[src/rtl/core/assert_macros.svh]
// Assertion macros shared by the delta varint encoder RTL.
// Standalone header; no dependencies. Compiled out when SYNTHESIS is set.
`ifndef ASSERT_MACROS_SVH
`define ASSERT_MACROS_SVH
`ifndef SYNTHESIS
// prop must hold at every clock edge outside reset
`define ASSERT_HOLDS(label, clk, rst, prop, msg) \
   label: assert property (@(posedge clk) disable iff (rst) (prop)) else $error(msg);
// expr must never be true outside reset
`define ASSERT_NEVER(label, clk, rst, expr, msg) \
   label: assert property (@(posedge clk) disable iff (rst) !(expr)) else $error(msg);
`else
`define ASSERT_HOLDS(label, clk, rst, prop, msg)
`define ASSERT_NEVER(label, clk, rst, expr, msg)
`endif
`endif

[src/rtl/core/dvte_pkg.sv]
// Package for the delta varint table encoder: descriptor types and queue sizing.
// No dependencies.
package dvte_pkg;

   localparam int QUEUE_DEPTH = 2;
   localparam int QUEUE_PTR_W = 1;
   localparam int QUEUE_CNT_W = 2;

   // One classified element, ready for serialization
   typedef struct packed {
      logic        first;      // emit count byte and signed form
      logic [7:0]  count_byte; // set count mod 256
      logic        neg;        // sign of first element
      logic [31:0] value;      // magnitude (first) or wrapped delta (later)
   } dvte_desc_type;

   typedef struct packed {
      logic          valid;
      dvte_desc_type desc;
   } dvte_slot_type;

endpackage

[src/rtl/core/dvte_front.sv]
// Front end: takes elements, forms magnitude or delta, keeps the previous element.
// Depends on dvte_pkg.
module dvte_front
   import dvte_pkg::*;
(
   input  logic                clock,
   input  logic                reset,
   input  logic                push,
   input  logic                q_full,
   input  logic signed [31:0]  req_element_value,
   input  logic                req_first_element,
   input  logic [8:0]          req_set_count,
   output dvte_slot_type       enq
);

   logic [31:0] prev_ff;
   logic [31:0] prev_in;
   logic [31:0] raw;
   logic        accept;
   logic        neg;

   assign raw    = 32'(req_element_value);
   assign accept = push & ~q_full;
   assign neg    = req_first_element & raw[31];

   always_comb begin
      enq.valid           = accept;
      enq.desc.first      = req_first_element;
      enq.desc.count_byte = req_set_count[7:0];
      enq.desc.neg        = neg;
      if (req_first_element) begin
         enq.desc.value = neg ? (32'd0 - raw) : raw;
      end else begin
         enq.desc.value = raw - prev_ff;   // wraps mod 2^32
      end
      prev_in = accept ? raw : prev_ff;
   end

   always_ff @(posedge clock) begin
      if (reset) begin
         prev_ff <= '0;
      end else begin
         prev_ff <= prev_in;
      end
   end

endmodule

[src/rtl/core/dvte_queue.sv]
// Two-entry descriptor queue between the front end and the serializer.
// Depends on dvte_pkg and assert_macros.svh.
`include "assert_macros.svh"
module dvte_queue
   import dvte_pkg::*;
(
   input  logic          clock,
   input  logic          reset,
   input  dvte_slot_type enq,
   input  logic          deq,
   output logic          full,
   output dvte_slot_type head
);

   dvte_desc_type          mem_ff [QUEUE_DEPTH];
   logic [QUEUE_PTR_W-1:0] wr_ptr_ff;
   logic [QUEUE_PTR_W-1:0] wr_ptr_in;
   logic [QUEUE_PTR_W-1:0] rd_ptr_ff;
   logic [QUEUE_PTR_W-1:0] rd_ptr_in;
   logic [QUEUE_CNT_W-1:0] cnt_ff;
   logic [QUEUE_CNT_W-1:0] cnt_in;

   assign full       = (cnt_ff == QUEUE_CNT_W'(QUEUE_DEPTH));
   assign head.valid = (cnt_ff != '0);
   assign head.desc  = mem_ff[rd_ptr_ff];

   always_comb begin
      wr_ptr_in = enq.valid ? wr_ptr_ff + QUEUE_PTR_W'(1) : wr_ptr_ff;
      rd_ptr_in = deq ? rd_ptr_ff + QUEUE_PTR_W'(1) : rd_ptr_ff;
      cnt_in    = cnt_ff;
      if (enq.valid && !deq) begin
         cnt_in = cnt_ff + QUEUE_CNT_W'(1);
      end else if (!enq.valid && deq) begin
         cnt_in = cnt_ff - QUEUE_CNT_W'(1);
      end
   end

   always_ff @(posedge clock) begin
      if (reset) begin
         wr_ptr_ff <= '0;
         rd_ptr_ff <= '0;
         cnt_ff    <= '0;
      end else begin
         wr_ptr_ff <= wr_ptr_in;
         rd_ptr_ff <= rd_ptr_in;
         cnt_ff    <= cnt_in;
      end
   end

   always_ff @(posedge clock) begin
      if (enq.valid) begin
         mem_ff[wr_ptr_ff] <= enq.desc;
      end
   end

   `ASSERT_HOLDS(a_cnt_bound, clock, reset, cnt_ff <= QUEUE_CNT_W'(QUEUE_DEPTH), "queue overfilled")
   `ASSERT_NEVER(a_deq_empty, clock, reset, deq && cnt_ff == '0, "dequeue from empty queue")
   `ASSERT_NEVER(a_enq_full, clock, reset, enq.valid && full, "enqueue into full queue")

endmodule

[src/rtl/core/dvte_back.sv]
// Back end: serializes one descriptor into count, signed and 7-bit group bytes.
// Depends on dvte_pkg and assert_macros.svh.
`include "assert_macros.svh"
module dvte_back
   import dvte_pkg::*;
(
   input  logic          clock,
   input  logic          reset,
   input  dvte_slot_type head,
   output logic          deq,
   input  logic          pop,
   output logic          empty,
   output logic [7:0]    rsp_out_byte,
   output logic          rsp_last_of_item
);

   typedef enum logic [1:0] {ST_IDLE, ST_SIGNED, ST_GROUPS} state_type;

   state_type   state_ff, state_in;
   logic [31:0] val_ff, val_in;
   logic        neg_ff, neg_in;
   logic [7:0]  byte_ff, byte_in;
   logic        last_ff, last_in;
   logic        ovalid_ff, ovalid_in;

   logic        adv;
   logic        cur_valid;
   logic [7:0]  cur_byte;
   logic        cur_last;
   state_type   cur_next;
   logic [31:0] cur_rest;
   logic [31:0] grp_src;
   logic [31:0] grp_rest;
   logic [31:0] sgn_rest;

   assign adv     = ~ovalid_ff | pop;
   assign grp_src = (state_ff == ST_IDLE) ? head.desc.value : val_ff;
   assign grp_rest = grp_src >> 7;
   assign sgn_rest = val_ff >> 6;

   always_comb begin
      cur_valid = 1'b1;
      cur_byte  = {(grp_rest != '0), grp_src[6:0]};
      cur_last  = (grp_rest == '0);
      cur_rest  = grp_rest;
      cur_next  = (grp_rest != '0) ? ST_GROUPS : ST_IDLE;
      case (state_ff)
         ST_IDLE: begin
            cur_valid = head.valid;
            if (head.desc.first) begin
               cur_byte = head.desc.count_byte;
               cur_last = 1'b0;
               cur_rest = head.desc.value;
               cur_next = ST_SIGNED;
            end
         end
         ST_SIGNED: begin
            cur_byte = {(sgn_rest != '0), neg_ff, val_ff[5:0]};
            cur_last = (sgn_rest == '0);
            cur_rest = sgn_rest;
            cur_next = (sgn_rest != '0) ? ST_GROUPS : ST_IDLE;
         end
         ST_GROUPS: begin
         end
         default: begin
            cur_valid = 1'b0;
         end
      endcase
   end

   always_comb begin
      deq       = (state_ff == ST_IDLE) & head.valid & adv;
      state_in  = state_ff;
      val_in    = val_ff;
      neg_in    = neg_ff;
      byte_in   = byte_ff;
      last_in   = last_ff;
      ovalid_in = ovalid_ff;
      if (adv) begin
         ovalid_in = cur_valid;
         if (cur_valid) begin
            byte_in  = cur_byte;
            last_in  = cur_last;
            state_in = cur_next;
            val_in   = cur_rest;
            if (state_ff == ST_IDLE) begin
               neg_in = head.desc.neg;
            end
         end
      end
   end

   always_ff @(posedge clock) begin
      if (reset) begin
         state_ff  <= ST_IDLE;
         ovalid_ff <= 1'b0;
      end else begin
         state_ff  <= state_in;
         ovalid_ff <= ovalid_in;
      end
      val_ff  <= val_in;
      neg_ff  <= neg_in;
      byte_ff <= byte_in;
      last_ff <= last_in;
   end

   assign empty            = ~ovalid_ff;
   assign rsp_out_byte     = byte_ff;
   assign rsp_last_of_item = last_ff;

   `ASSERT_HOLDS(a_last_to_idle, clock, reset, (adv && cur_valid && cur_last) |=> state_ff == ST_IDLE, "no return to idle after last byte")
   `ASSERT_HOLDS(a_busy_nonzero, clock, reset, (state_ff == ST_GROUPS) |-> val_ff != '0, "group phase with nothing left")
   `ASSERT_HOLDS(a_busy_has_out, clock, reset, (state_ff != ST_IDLE) |-> ovalid_ff, "busy without a pending byte")

endmodule

[src/rtl/core/delta_varint_table_encoder.sv]
// Top level of the delta varint table encoder: front end, descriptor queue, serializer.
// Depends on dvte_pkg, dvte_front, dvte_queue and dvte_back.
//
//  Channel   | Handshake          | Transaction payload
//  ----------+--------------------+----------------------------------------------
//  request   | push / full        | req_element_value, req_first_element, req_set_count
//  response  | pop / empty        | rsp_out_byte, rsp_last_of_item
//
// One output byte per cycle unless pop stalls. A later element gives 1 to 5 bytes, a
// first element 2 to 6 (count byte plus signed form); the single-byte serializer in
// dvte_back sets this. The front end classifies in the accept cycle and the queue holds
// two elements, so requests flow until it fills while the serializer is busy or stalls.
// Reset (synchronous) empties the queue and output register and zeroes the
// previous element; there is no clearing pass.
module delta_varint_table_encoder
   import dvte_pkg::*;
(
   input  logic               clock,
   input  logic               reset,
   // request side
   input  logic               push,
   output logic               full,
   input  logic signed [31:0] req_element_value,
   input  logic               req_first_element,
   input  logic [8:0]         req_set_count,
   // response side
   output logic               empty,
   input  logic               pop,
   output logic [7:0]         rsp_out_byte,
   output logic               rsp_last_of_item
);

   dvte_slot_type enq;    // classified element into the queue
   dvte_slot_type head;   // oldest queued element
   logic          deq;
   logic          q_full;

   assign full = q_full;

   // Front end: magnitude of a first element, wrapped delta of a later one
   dvte_front u_front (
      .clock             (clock),
      .reset             (reset),
      .push              (push),
      .q_full            (q_full),
      .req_element_value (req_element_value),
      .req_first_element (req_first_element),
      .req_set_count     (req_set_count),
      .enq               (enq)
   );

   // Decouples accept from serialization
   dvte_queue u_queue (
      .clock (clock),
      .reset (reset),
      .enq   (enq),
      .deq   (deq),
      .full  (q_full),
      .head  (head)
   );

   // Serializer with registered output byte
   dvte_back u_back (
      .clock            (clock),
      .reset            (reset),
      .head             (head),
      .deq              (deq),
      .pop              (pop),
      .empty            (empty),
      .rsp_out_byte     (rsp_out_byte),
      .rsp_last_of_item (rsp_last_of_item)
   );

endmodule
[config.mk]
export PLATFORM = sky130hd
export DESIGN_NAME = delta_varint_table_encoder
export DESIGN_NICKNAME = d
export VERILOG_FILES = /design/src/rtl/core/dvte_pkg.sv /design/src/rtl/core/dvte_front.sv /design/src/rtl/core/dvte_queue.sv /design/src/rtl/core/dvte_back.sv /design/src/rtl/core/delta_varint_table_encoder.sv
export VERILOG_INCLUDE_DIRS = /design/src /design/src/rtl/core
export SDC_FILE = /design/constraint.sdc
export NUM_CORES = 1
export LEC_CHECK = 0
export BUFFER_PORTS_ARGS = -buffer_cell sky130_fd_sc_hd__buf_4
export CAP_MARGIN = 30
export CORE_AREA = 2 2 142 144
export CTS_CLUSTER_SIZE = 16
export DETAILED_ROUTE_END_ITERATION = 8
export DIE_AREA = 0 0 144 146
export GPL_TIMING_DRIVEN = 0
export PLACE_DENSITY_LB_ADDON = 0.15
export SYNTH_ARGS = -nofsm -noshare
export SYNTH_HDL_FRONTEND = slang
export SYNTH_SLANG_ARGS = --single-unit
[constraint.sdc]
create_clock -name clock -period 3.7 [get_ports clock]
set_input_delay 0.74 -clock clock [delete_from_list [all_inputs] [get_ports clock]]
set_output_delay 0.74 -clock clock [all_outputs]
set_load 0.005 [all_outputs]
[Word-level counts from Yosys, hierarchy flattened]
Memories as Yosys holds them, arrays and structs flattened. A register that Yosys moved wholly into a read port is not among the register bits.
Index checks and enable logic that the tools add are counted.
Operators by class
  $mul: 0
  shift-type cells: 0
  eq/ne operators: 3
  bitwise operators: 7
  mux-type cells: 20
  div/mod/pow operators: 0
  magnitude comparators: 0
  add/subtract/negate cells: 6
  reductions and logical operators: 14
Operator list (count)
  two-way mux 32 bit: 4
  zero test 32 bit: 2
  one-hot mux 32 bit (2 select lines): 1
  nonzero test 32 bit: 2
  subtractor 1 x 32 -> 32 bit, first input constant: 1
  subtractor 32 bit: 1
  one-hot mux 8 bit (2 select lines): 1
  two-way mux 2 bit: 5
  two-way mux 8 bit: 1
  two-way mux 1 bit: 5
  bitwise AND 1 bit: 4
  == test 2 bit, second input constant: 2
  one-hot mux 1 bit (2 select lines): 2
  one-hot mux 2 bit (2 select lines): 1
  nonzero test 2 bit: 2
  AND reduction 3 bit: 1
  adder 1 bit, second input constant: 2
  adder 2 x 1 -> 2 bit, second input constant: 1
  == test 2 x 1 -> 1 bit, second input constant: 1
  logical AND 1 bit: 2
  zero test 1 bit: 2
  zero test 2 bit: 1
  inverter 1 bit: 2
  AND reduction 2 bit: 1
  other kinds (3): 3
Storage, ports and cells
  register bits: 81
  RAM bits: 84
  ROM bits: 0
  bits in latches: 0
  input port bits: 46
  memories: 1
  word-level logic and storage cells: 61
  output and inout bits: 11
Memory list
  u_queue.mem_ff: depth 2, width 42, read ports 1, clocked after Yosys merged registers in 1, wr ports 1, line dvte_queue.sv:15  | dvte_desc_type mem_ff [QUEUE_DEPTH];

[Logic depth before layout (Yosys ltp)]
Gate-level depths: netlist of the first run.
  depth after elaboration: 7
  gate-level depth with buffers: 10
  depth with buffers taken out: 10

[Hierarchy]
A second synthesis of the first run with hierarchy kept.
Second synthesis, totals
  cells, all modules: 1018
  area, all modules: 10015.9 µm²
Modules (own cells, without submodules)
  dvte_front: instances 1, cells an instance 594, area an instance 4037.6 µm², seq. area each 640.6 µm²
  dvte_queue: instances 1, cells an instance 153, area an instance 3240.6 µm², seq. area each 2622.5 µm²
  dvte_back: instances 1, cells an instance 271, area an instance 2737.6 µm², seq. area each 1321.3 µm²

[Worst setup path before layout of the first run]
Ideal clock, no wire load.
  kind: register to register
  start point: reg u_back.state_ff[0]
  end point: reg u_back.neg_ff, enable pin
  buffers on the path: 1
  period minus slack after synthesis: 3714 ps
  stages on the path, launching flop included: 9
  library setup time: 300 ps
  arrival time: 3413 ps
  slack: -14 ps
  required time: 3400 ps
  path through: dfxtp_1 > inv_1 > ha_1 > inv_1 > clkbuf_1 > nor2_1 > o21bai_1 > nor2b_1 > and2_1
Between the ends
  cells in the longest elaborated chain, start to end: 4
  elaborated cells on any way between the ends: 6
  those cells by class: eq/ne (2); mux (1); reduce/logical (3)
RTL lines
  from (decl): line dvte_back.sv:19  | state_type state_ff, state_in;
  from (signal assigned): line dvte_back.sv:98  | state_ff <= state_in;
  == test 2 bit / == test 2 x 1 -> 1 bit (equally long branches): line dvte_back.sv:47  | case (state_ff)
  OR reduction 2 bit (no source line)
  one-hot mux 1 bit (2 select lines): line dvte_back.sv:47
  AND reduction 3 bit (no source line) (*)
  to (signal assigned): line dvte_back.sv:102  | neg_ff <= neg_in;
  to (decl): line dvte_back.sv:21  | logic neg_ff, neg_in;
Every way passes the cells marked *; elsewhere a longest branch is shown, timed or not.
A chain may end at the register's enable or synchronous reset.

==> results of run 1 <==
## critical path, cell delays in order
cell and delay (ps):
buf_4 120, inv_1 70, ha_1 220, fa_1 380
nand2b_1 220, a21oi_1 280, o21ai_0 210, a211oi_1 320
o22ai_1 200, or3_1 330, a221oi_1 370
## registers in the layout (all words and copies together) (netlist names), 2 cells and up, named ones only
register	flops
u_back.val_ff	32
u_back.state_ff	2
u_back.rsp_out_byte	8
u_front.prev_ff	32
u_queue.mem_ff	84
u_queue.cnt_ff	2
## layout make-up
type | instances | area share (%)
plain buffers | 51 | 1.72
clock buffers | 18 | 3.76
clock inverters | 14 | 1.67
inverters | 47 | 1.55
multi-input cells | 758 | 44.2
flip-flops and latches | 166 | 40.2
well taps | 265 | 2.90
repair buffers | 56 | 4.08
## placed cells by master, fill, tap and decap left out, drive strengths merged, types with 8 or more instances in the layout
cell type and n:
clkbuf 60, nor2 59, mux2 27, inv 52, o31ai 9, nand3 12
a21o 9, mux2i 53, a211oi 13, a22o 8, a21oi 102, o21ai 70
ha 36, nand2b 19, o41ai 8, edfxtp 126, a31oi 8, nor2b 13
a22oi 26, xor2 32, nor4 20, nand2 124, dfxtp 40, o211ai 11
xnor2 23, buf 65, nor3 18
## power breakdown
| part | internal [mW] | switching (mW) | leakage (nW) |
|---|---|---|---|
| sequential | 2.83 | 0.353 | 1.52 |
| combinational | 1.11 | 1.90 | 2.38 |
| clock | 1.08 | 0.791 | 0.300 |
| total | 5.03 | 3.05 | 4.20 |
## synthesized netlist by cell type, types with 4 or more instances
master	count
o31ai_1	9
a31oi_1	8
o21ai_0	69
o211ai_1	11
nor4_1	20
nand2_1	124
clkbuf_1	42
and2_1	4
mux2_2	27
o41ai_1	5
a21oi_1	102
a21o_1	9
edfxtp_1	126
a211oi_1	13
xor2_1	32
dfxtp_1	40
nor3_1	17
nor2b_1	13
o21a_1	4
inv_1	46
xnor2_1	23
nand2b_1	18
a22o_1	8
mux2i_1	53
nand3_1	11
nor2_1	59
buf_1	7
ha_1	36
or3_1	4
a22oi_1	26
## stage by stage
| stage | hold slack, ps | TNS, ps |
|---|---|---|
| after floorplan | 436 | 0 |
| after global placement | 443 | -38720 |
| after detailed placement | 447 | 0 |
| after CTS | 457 | 0 |
| after global routing | 465 | 0 |
| final | 454 | 0 |
## layer usage
| layer | track usage, % | up-vias | share of wire, % |
|---|---|---|---|
| met2 | 41.8 | 287 | 48 |
| li1 | - | 3924 | - |
| met4 | 9.85 | 0 | 3.5 |
| met1 | 34.4 | 3837 | 44 |
| met3 | 4.64 | 56 | 4.9 |
| met5 | 0 | - | 0 |
## path summary, 6_finish.rpt
kind / endpoint / slack [ps] / cells after the start
worst min-delay path: u_front.prev_ff[13]$_SDFFE_PP0P_ / 450 / 2
worst min register to register: u_front.prev_ff[13]$_SDFFE_PP0P_ / 450 / 2
worst max-delay path: u_queue.mem_ff[1][28]$_DFFE_PP_ / 440 / 11
worst max register to register: u_queue.mem_ff[1][28]$_DFFE_PP_ / 660 / 9
## kinds of logic after synthesis
| family | after synthesis | share of synthesized area [%] |
|---|---|---|
| adder cells (fa/ha/maj) | 37 | 4.71 |
| multiplexers | 80 | 8.36 |
| buffers and inverters | 98 | 3.73 |
| AO/OA/AOI/OAI | 290 | 18.1 |
| flip-flops | 166 | 45.9 |
| XOR/XNOR | 55 | 4.82 |
| AND/OR/NAND/NOR | 296 | 14.3 |
==> summary.md, run 1 <==
| Metric | Value |
|---|---|
| Setup Fix Bufs, Post-CTS | `0` |
| Place WS | `56.4 ps` |
| Total Routing Usage GR | `25.8%` |
| Synth Instances | `1,022` |
| CP Capture Type | `flop` |
| PD cells | `707 nW/um2` |
| Share of the synthesized area in the top cell type | `37.9%` |
| Area contributors post-synth | `edfxtp_1 (38%), dfxtp_1 (8.0%), mux2i_1 (5.3%)` |
| Synth warn | `0` |
| Pre-antenna DRT Iters | `6` |
| Syn Nets | `1,105` |
| CP required | `3910 ps` |
| RSZ-0062 raised after global routing | `no` |
| PostCTS Resize Cnt | `0` |
| Clock latency on the worst-skew pair | `440 ps` |
| Max_slew headroom | `41.7%` |
| Layout area overhead | `14.3%` |
| Number of hold buffers added after cts | `0` |
| Vias | `8,104` |
| Register bit total from synthesis | `166` |
| IO buf count | `53` |
| Fmax | `307 MHz` |
| Vias per cell | `5.89` |
| Worst setup path startpoint | `req_element_value[0]` |
| Async set-or-reset flop fraction in the synthesized netlist | `0%` |
| Die area | `21,000 um2` |
| Worst Clk Skew | `10.1 ps` |
| GP Congestion | `0.923` |
| Placed Area | `10,800 um2` |
| Sequential cell area | `4580 um2` |
| Nets | `1,180` |
| Fin area | `11,400 um2` |
| Starting DRC count in detailed routing | `552` |
| IO Count | `57` |
| Tot Pwr | `8.07 mW` |
| Die width | `144 um` |
| Max-slew violations | `0` |
| Ys flop type | `edfxtp_1` |
| Multi-input gate area | `5040 um2` |
| # diodes | `0` |
| DR WL/cell | `19.2 um` |
| Hold Startpoint | `u_front.prev_ff[13]$_SDFFE_PP0P_` |
| First-pass GRT wire length | `41.6 mm` |
| CP Launch Type | `input pin` |
| Status | `finished, final reports clean` |
| Final worst setup slack | `443 ps` |
| Final core utilization | `59.1%` |
| Number of global-route vias before repair | `7,642` |
| Post-DP HPWL | `20.4 mm` |
| Clock tree root buffer cell | `clkbuf_16` |
| Die Height | `146 um` |
| Routed Antenna Nets | `0` |
| Max_cap viols | `0` |
| Crit Path Max Fanout | `6` |
| Tmin final | `3260 ps` |
| Syn Area/Cell | `9.77 um2` |
| Row Count | `51` |
| Largest net degree at the start of global routing | `38` |
| Mapped cell area | `9980 um2` |
| Clock transition at path regs | `70 ps` |
| Initial antenna violation count | `0` |
| H-tree levels | `4` |
| Final worst path period share | `88.0%` |
| Final setup viols | `0` |
| Arrival time worst endpoint | `3460 ps` |
| Post-synth EDFFs | `126` |
| Detailed-route DRC error count | `0` |
| Non-Filler Instances | `1,375` |
| Reg2reg start | `u_front.prev_ff[0]$_SDFFE_PP0P_` |
| Worst-Margin Slew | `867 ps` |
| Leak pwr | `4.20 nW` |
| Clock Path Buffers | `2` |
| Layout cell share with drive strength beyond 1 | `11.8%` |
| Final Hold Fails | `0` |
| Dpl cells | `1,343` |
| Worst ir drop on vdd | `0.330 mV` |
| GRT Residual Overflow | `0` |
| Fill count | `1,681` |
| Final WL | `26.4 mm` |
| Total CTS buffers | `17` |
| Number of distinct library cells after synthesis | `68` |
| Yosys top cell by area | `edfxtp_1` |
| Core area | `19,300 um2` |
| Initial Util | `51.6%` |
| CTS tree | `done` |
| Sequential area share after synthesis | `45.9%` |
| Crit Path Class | `input pin to flop` |
| Class of the tightest hold or removal check | `flop to flop` |
| Clock Sinks | `166` |
No activity file was read; power rests on OpenSTA's default activity.
==> run 2, diff against run 1 <==
- CTS_BUF_LIST: unset -> sky130_fd_sc_hd__clkbuf_8
==> summary.md, run 2 (synthesized netlist as in run 1, its figures left out) <==
| Metric | Value |
|---|---|
| Nets | `1,180 (unchanged)` |
| Max-slew violations | `0 (unchanged)` |
| Crit path largest cell delay | `380 ps (about the same)` |
| Hold Startpoint | `req_set_count[4]` |
| Tmin final | `3250 ps (-9.42 ps)` |
| Worst r2r path cells | `9 (unchanged)` |
| RSZ-0062 raised after global routing | `no` |
| Clock latency on the worst-skew pair | `470 ps (+30 ps)` |
| Initial Util | `51.6% (unchanged)` |
| Fill count | `1,709 (+1.7%)` |
| Leak pwr | `4.12 nW (-2.0%)` |
| H-tree levels | `4 (unchanged)` |
| Most flop-heavy register | `u_queue.mem_ff` |
| Clock tree root buffer cell | `clkbuf_8` |
| PD cells | `676 nW/um2 (-4.4%)` |
| CTS tree | `done` |
| CP Cell Sequence | `buf_4 -> inv_1 -> ha_1 -> fa_1 -> nand2b_1 -> a21oi_1 -> o21ai_0 -> a211oi_1 -> o22ai_1 -> or3_1 -> a221oi_1` |
| IO buf count | `53 (unchanged)` |
| Max_slew headroom | `42.2% (+0.56 points)` |
| Final Hold Fails | `0 (unchanged)` |
| Setup Fix Bufs, Post-CTS | `0 (unchanged)` |
| Clock Path Buffers | `2 (unchanged)` |
| Number of hold buffers added after cts | `0 (unchanged)` |
| Hold Path Cell Cnt | `1 (-1)` |
| GP Congestion | `0.923 (unchanged)` |
| Vias per cell | `5.84 (-0.86%)` |
| Max_cap viols | `0 (unchanged)` |
| Class of the tightest hold or removal check | `input pin to flop` |
| Initial antenna violation count | `1 (+1)` |
| Arrival time worst endpoint | `3480 ps (+20 ps)` |
| First-pass GRT wire length | `41.1 mm (-1.1%)` |
| Most frequent cells in the layout | `edfxtp_1 (126), nand2_1 (124), a21oi_1 (102), o21ai_0 (69), nor2_1 (58)` |
| CP required | `3930 ps (+20 ps)` |
| Tot Pwr | `7.59 mW (-5.9%)` |
| Worst-Margin Slew | `859 ps (-8.30 ps)` |
| Die area | `21,000 um2 (unchanged)` |
| Clock transition at path regs | `100 ps (+30 ps)` |
| Clock Sinks | `166 (unchanged)` |
| Pre-antenna DRT Iters | `6 (unchanged)` |
| CP Capture Type | `flop` |
| Total CTS buffers | `17 (unchanged)` |
| Worst Clk Skew | `15.3 ps (+5.18 ps)` |
| Worst ir drop on vdd | `0.292 mV (-12%)` |
| Dpl cells | `1,343 (unchanged)` |
| Post-DP HPWL | `20.4 mm (unchanged)` |
| Crit Path Class | `input pin to flop` |
| Top flop regs | `u_queue.mem_ff (84), u_back.val_ff (32), u_front.prev_ff (32)` |
| Row Count | `51 (unchanged)` |
| Final WL | `26.2 mm (-1.0%)` |
| Final setup viols | `0 (unchanged)` |
| PostCTS Resize Cnt | `0 (unchanged)` |
| Layout area overhead | `12.5%` |
| IO Count | `57 (unchanged)` |
| Routed Antenna Nets | `0 (unchanged)` |
| Fmax | `308 MHz (+0.29%)` |
| DR WL/cell | `19.0 um (-1.1%)` |
| Most common cell after layout, fill and taps aside | `edfxtp_1` |
| Status | `finished, final reports clean` |
| Reg-to-Reg End | `u_queue.mem_ff[1][28]$_DFFE_PP_` |
| Vias | `8,040 (-0.79%)` |
| CP Launch Type | `input pin` |
| Hold endpoint | `u_queue.mem_ff[1][37]$_DFFE_PP_` |
| Die Height | `146 um (unchanged)` |
| Layout cell share with drive strength beyond 1 | `11.8% (unchanged)` |
| Core area | `19,300 um2 (unchanged)` |
| Detailed-route DRC error count | `0 (unchanged)` |
| Total Routing Usage GR | `25.5% (-0.31 points)` |
| Number of global-route vias before repair | `7,657 (+0.20%)` |
| Reg2reg start | `u_front.prev_ff[0]$_SDFFE_PP0P_` |
| Final worst path period share | `87.8% (-0.25 points)` |
| GRT Residual Overflow | `0 (unchanged)` |
| Die width | `144 um (unchanged)` |
| Crit Path Max Fanout | `6 (unchanged)` |
| Largest net degree at the start of global routing | `38 (unchanged)` |
| Starting DRC count in detailed routing | `546 (-1.1%)` |
| Non-Filler Instances | `1,376 (+0.073%)` |
| Worst R2R Setup Slack | `630 ps (-30 ps)` |
| Largest register FFs | `84 (unchanged)` |
| Slowest CP cell | `fa_1` |
==> run 2: worst max-delay path by stage <==
stage | from | to | slack (ps)
2_1_floorplan | push | u_queue.mem_ff[0][0]$_DFFE_PP_ | 400
5_1_grt | req_element_value[0] | u_queue.mem_ff[1][28]$_DFFE_PP_ | 330
3_3_place_gp | push | u_queue.mem_ff[0][37]$_DFFE_PP_ | -930
3_5_place_dp | req_element_value[0] | u_queue.mem_ff[1][28]$_DFFE_PP_ | 60
4_1_cts | req_element_value[0] | u_queue.mem_ff[1][28]$_DFFE_PP_ | 530
6_report | req_element_value[0] | u_queue.mem_ff[1][28]$_DFFE_PP_ | 450
==> run 2: where the power goes <==
part           leakage, nW  switching (mW)  internal (mW)
Clock                0.217           0.731          0.687
Combinational         2.38            1.89           1.11
Sequential            1.52           0.351           2.83
Total                 4.12            2.97           4.62
==> run 2: per-stage QoR <==
stage | setup WS, ps | hold WS [ps] | setup TNS [ps] | utilization, % | cell area, um2
2_1_floorplan | 402 | 436 | 0 | - | 9990
3_3_place_gp | -927 | 443 | -38720 | 55.4 | 10700
3_5_place_dp | 56.4 | 447 | 0 | 55.8 | 10800
4_1_cts | 532 | 419 | 0 | 58.1 | 11200
5_1_grt | 326 | 415 | 0 | 58.1 | 11200
6_report | 452 | 448 | 0 | 58.1 | 11200
==> run 2: layout make-up <==
cell class / count / area, um2 / share of cell area, %
multi-input combinational: 758 / 5040 / 44.9
sequential: 166 / 4580 / 40.8
timing repair buffer: 56 / 465 / 4.15
tap: 265 / 332 / 2.95
clock buffer: 17 / 234 / 2.08
buffer: 51 / 196 / 1.75
clock inverter: 15 / 194 / 1.73
inverter: 47 / 176 / 1.57
antenna: 1 / 2.50 / 0.0223
==> run 2: routing by layer <==
layer / up-vias / part of all wire, % / global-route usage, %
li1: 3919 / - / -
met1: 3786 / 44 / 33.4
met2: 273 / 47 / 41.0
met3: 62 / 5.5 / 5.46
met4: 0 / 3.9 / 10.2
met5: - / 0 / 0
==> run 2: worst max-delay path, delay by kind of cell <==
family / cells / cell delay [ps]
AOI/OAI and AO/OA: 5 / 1390
adders and majority gates: 2 / 600
and+or+nand+nor: 2 / 560
buffers and inverters: 2 / 190
==> run 3, diff against run 2 <==
- CTS_BUF_LIST: sky130_fd_sc_hd__clkbuf_8 -> sky130_fd_sc_hd__clkbuf_2 sky130_fd_sc_hd__clkbuf_4 sky130_fd_sc_hd__clkbuf_8
==> summary.md, run 3 (synthesized netlist as in run 1, its figures left out) <==
| Metric | Value |
|---|---|
| Initial Util | `51.6% (unchanged)` |
| CP Capture Type | `flop` |
| Worst-Margin Slew | `862 ps (+2.66 ps)` |
| IO buf count | `53 (unchanged)` |
| Largest register FFs | `84 (unchanged)` |
| Class of the tightest hold or removal check | `input pin to flop` |
| Vias per cell | `5.83 (-0.27%)` |
| Final setup viols | `0 (unchanged)` |
| Die Height | `146 um (unchanged)` |
| Most frequent cells in the layout | `edfxtp_1 (126), nand2_1 (124), a21oi_1 (102), o21ai_0 (69), nor2_1 (58)` |
| Clock tree root buffer cell | `clkbuf_8` |
| Reg2reg start | `u_front.prev_ff[0]$_SDFFE_PP0P_` |
| Clock transition at path regs | `100 ps (about the same)` |
| Arrival time worst endpoint | `3460 ps (-20 ps)` |
| Most common cell after layout, fill and taps aside | `edfxtp_1` |
| Total Routing Usage GR | `25.5% (about the same)` |
| Sequential cell area | `4580 um2 (unchanged)` |
| Top flop regs | `u_queue.mem_ff (84), u_back.val_ff (32), u_front.prev_ff (32)` |
| PD cells | `676 nW/um2 (about the same)` |
| Setup TNS | `0 ps (unchanged)` |
| Leak pwr | `4.12 nW (about the same)` |
| Final Hold Fails | `0 (unchanged)` |
| RSZ-0062 raised after global routing | `no` |
| Number of global-route vias before repair | `7,650 (-0.091%)` |
| Total CTS buffers | `17 (unchanged)` |
| Starting DRC count in detailed routing | `567 (+3.8%)` |
| Post-DP HPWL | `20.4 mm (unchanged)` |
| Non-Filler Instances | `1,376 (unchanged)` |
| Max_cap viols | `0 (unchanged)` |
| WHS | `444 ps (-4.27 ps)` |
| Routed Antenna Nets | `0 (unchanged)` |
| Fill count | `1,711 (+0.12%)` |
| Worst Clk Skew | `14.9 ps (-0.394 ps)` |
| Pre-antenna DRT Iters | `6 (unchanged)` |
| Worst ir drop on vdd | `0.292 mV (about the same)` |
| Clock Path Buffers | `2 (unchanged)` |
| Hold Startpoint | `req_set_count[4]` |
| Detailed-route DRC error count | `0 (unchanged)` |
| Final worst path period share | `87.2% (-0.60 points)` |
| CP Launch Type | `input pin` |
| First-pass GRT wire length | `41.1 mm (unchanged)` |
| Fmax | `310 MHz (+0.69%)` |
| Place WS | `56.4 ps (unchanged)` |
| Multi-input gate area | `5040 um2 (unchanged)` |
| Largest net degree at the start of global routing | `38 (unchanged)` |
| Layout cell share with drive strength beyond 1 | `11.9% (+0.090 points)` |
| Core area | `19,300 um2 (unchanged)` |
| Crit Path Max Fanout | `6 (unchanged)` |
| Setup Fix Bufs, Post-CTS | `0 (unchanged)` |
| Most flop-heavy register | `u_queue.mem_ff` |
| Dpl cells | `1,343 (unchanged)` |
| Initial antenna violation count | `1 (unchanged)` |
| Number of hold buffers added after cts | `0 (unchanged)` |
| Max_slew headroom | `42.0% (-0.18 points)` |
| Row Count | `51 (unchanged)` |
| Clock latency on the worst-skew pair | `470 ps (about the same)` |
| Crit Path Class | `input pin to flop` |
| GRT Residual Overflow | `0 (unchanged)` |
| GP Congestion | `0.923 (unchanged)` |
| Die area | `21,000 um2 (unchanged)` |
| Final worst setup slack | `474 ps (+22.4 ps)` |
| PostCTS Resize Cnt | `0 (unchanged)` |
| Clock Sinks | `166 (unchanged)` |
| H-tree levels | `4 (unchanged)` |
| Final WL | `26.1 mm (-0.34%)` |
| CP required | `3940 ps (about the same)` |
| IO Count | `57 (unchanged)` |
| Status | `finished, final reports clean` |
| Nets | `1,180 (unchanged)` |
| Worst setup path startpoint | `req_element_value[0]` |
| Vias | `8,018 (-0.27%)` |
| Layout area overhead | `12.5% (about the same)` |
| Die width | `144 um (unchanged)` |
| DR WL/cell | `19.0 um (-0.34%)` |
| Max-slew violations | `0 (unchanged)` |
| CTS tree | `done` |
| Tmin final | `3230 ps (-22.4 ps)` |
run 3: changes by cell type in the layout (fill, tap and decap cells not counted), sizes merged:
cell,previous run,this run
clkbuf,59,60
inv,53,52
run 3: power by group:
group	total, mW	internal, mW	switching [mW]
logic	2.99	1.11	1.88
registers	3.18	2.83	0.350
clock network	1.43	0.696	0.731
run 3: worst paths after layout:
path | cells after the start | endpoint | slack (ps)
worst min-delay path | 1 | u_queue.mem_ff[0][37]$_DFFE_PP_ | 440
worst max register to register | 9 | u_queue.mem_ff[1][28]$_DFFE_PP_ | 640
worst min register to register | 2 | u_front.prev_ff[17]$_SDFFE_PP0P_ | 460
worst max-delay path | 11 | u_queue.mem_ff[1][28]$_DFFE_PP_ | 470
run 3: layer usage:
layer / vias up / wire length (um) / track usage (%)
met3: 55 / 1280 / 5.23
met1: 3789 / 11500 / 33.5
met5: - / 0 / 0
li1: 3931 / - / -
met4: 0 / 901 / 10.3
met2: 243 / 12400 / 41.0
run 3: final cells by class:
cell class / count / area share, %
repair buffers: 56 / 4.14
plain buffers: 51 / 1.75
diodes: 1 / 0.0223
well taps: 265 / 2.95
clock buffers: 18 / 2.15
multi-input cells: 758 / 44.9
flip-flops and latches: 166 / 40.8
inverters: 47 / 1.57
clock inverters: 14 / 1.69
run 3: worst max-delay path: stages:
cell	delay, ps
buf_4	120
inv_1	70
ha_1	220
fa_1	380
nand2b_1	220
a21oi_1	280
o21ai_0	210
a211oi_1	310
o22ai_1	210
or3_1	330
a221oi_1	370
run 3: metrics by stage:
| step | power, mW | instance area (um2) | util (%) |
|---|---|---|---|
| floorplan | 5.09 | 9990 | - |
| global placement | 6.06 | 10700 | 55.4 |
| detailed placement | 6.19 | 10800 | 55.8 |
| CTS | 7.61 | 11200 | 58.1 |
| global route | 8.08 | 11200 | 58.1 |
| finish | 7.59 | 11200 | 58.1 |
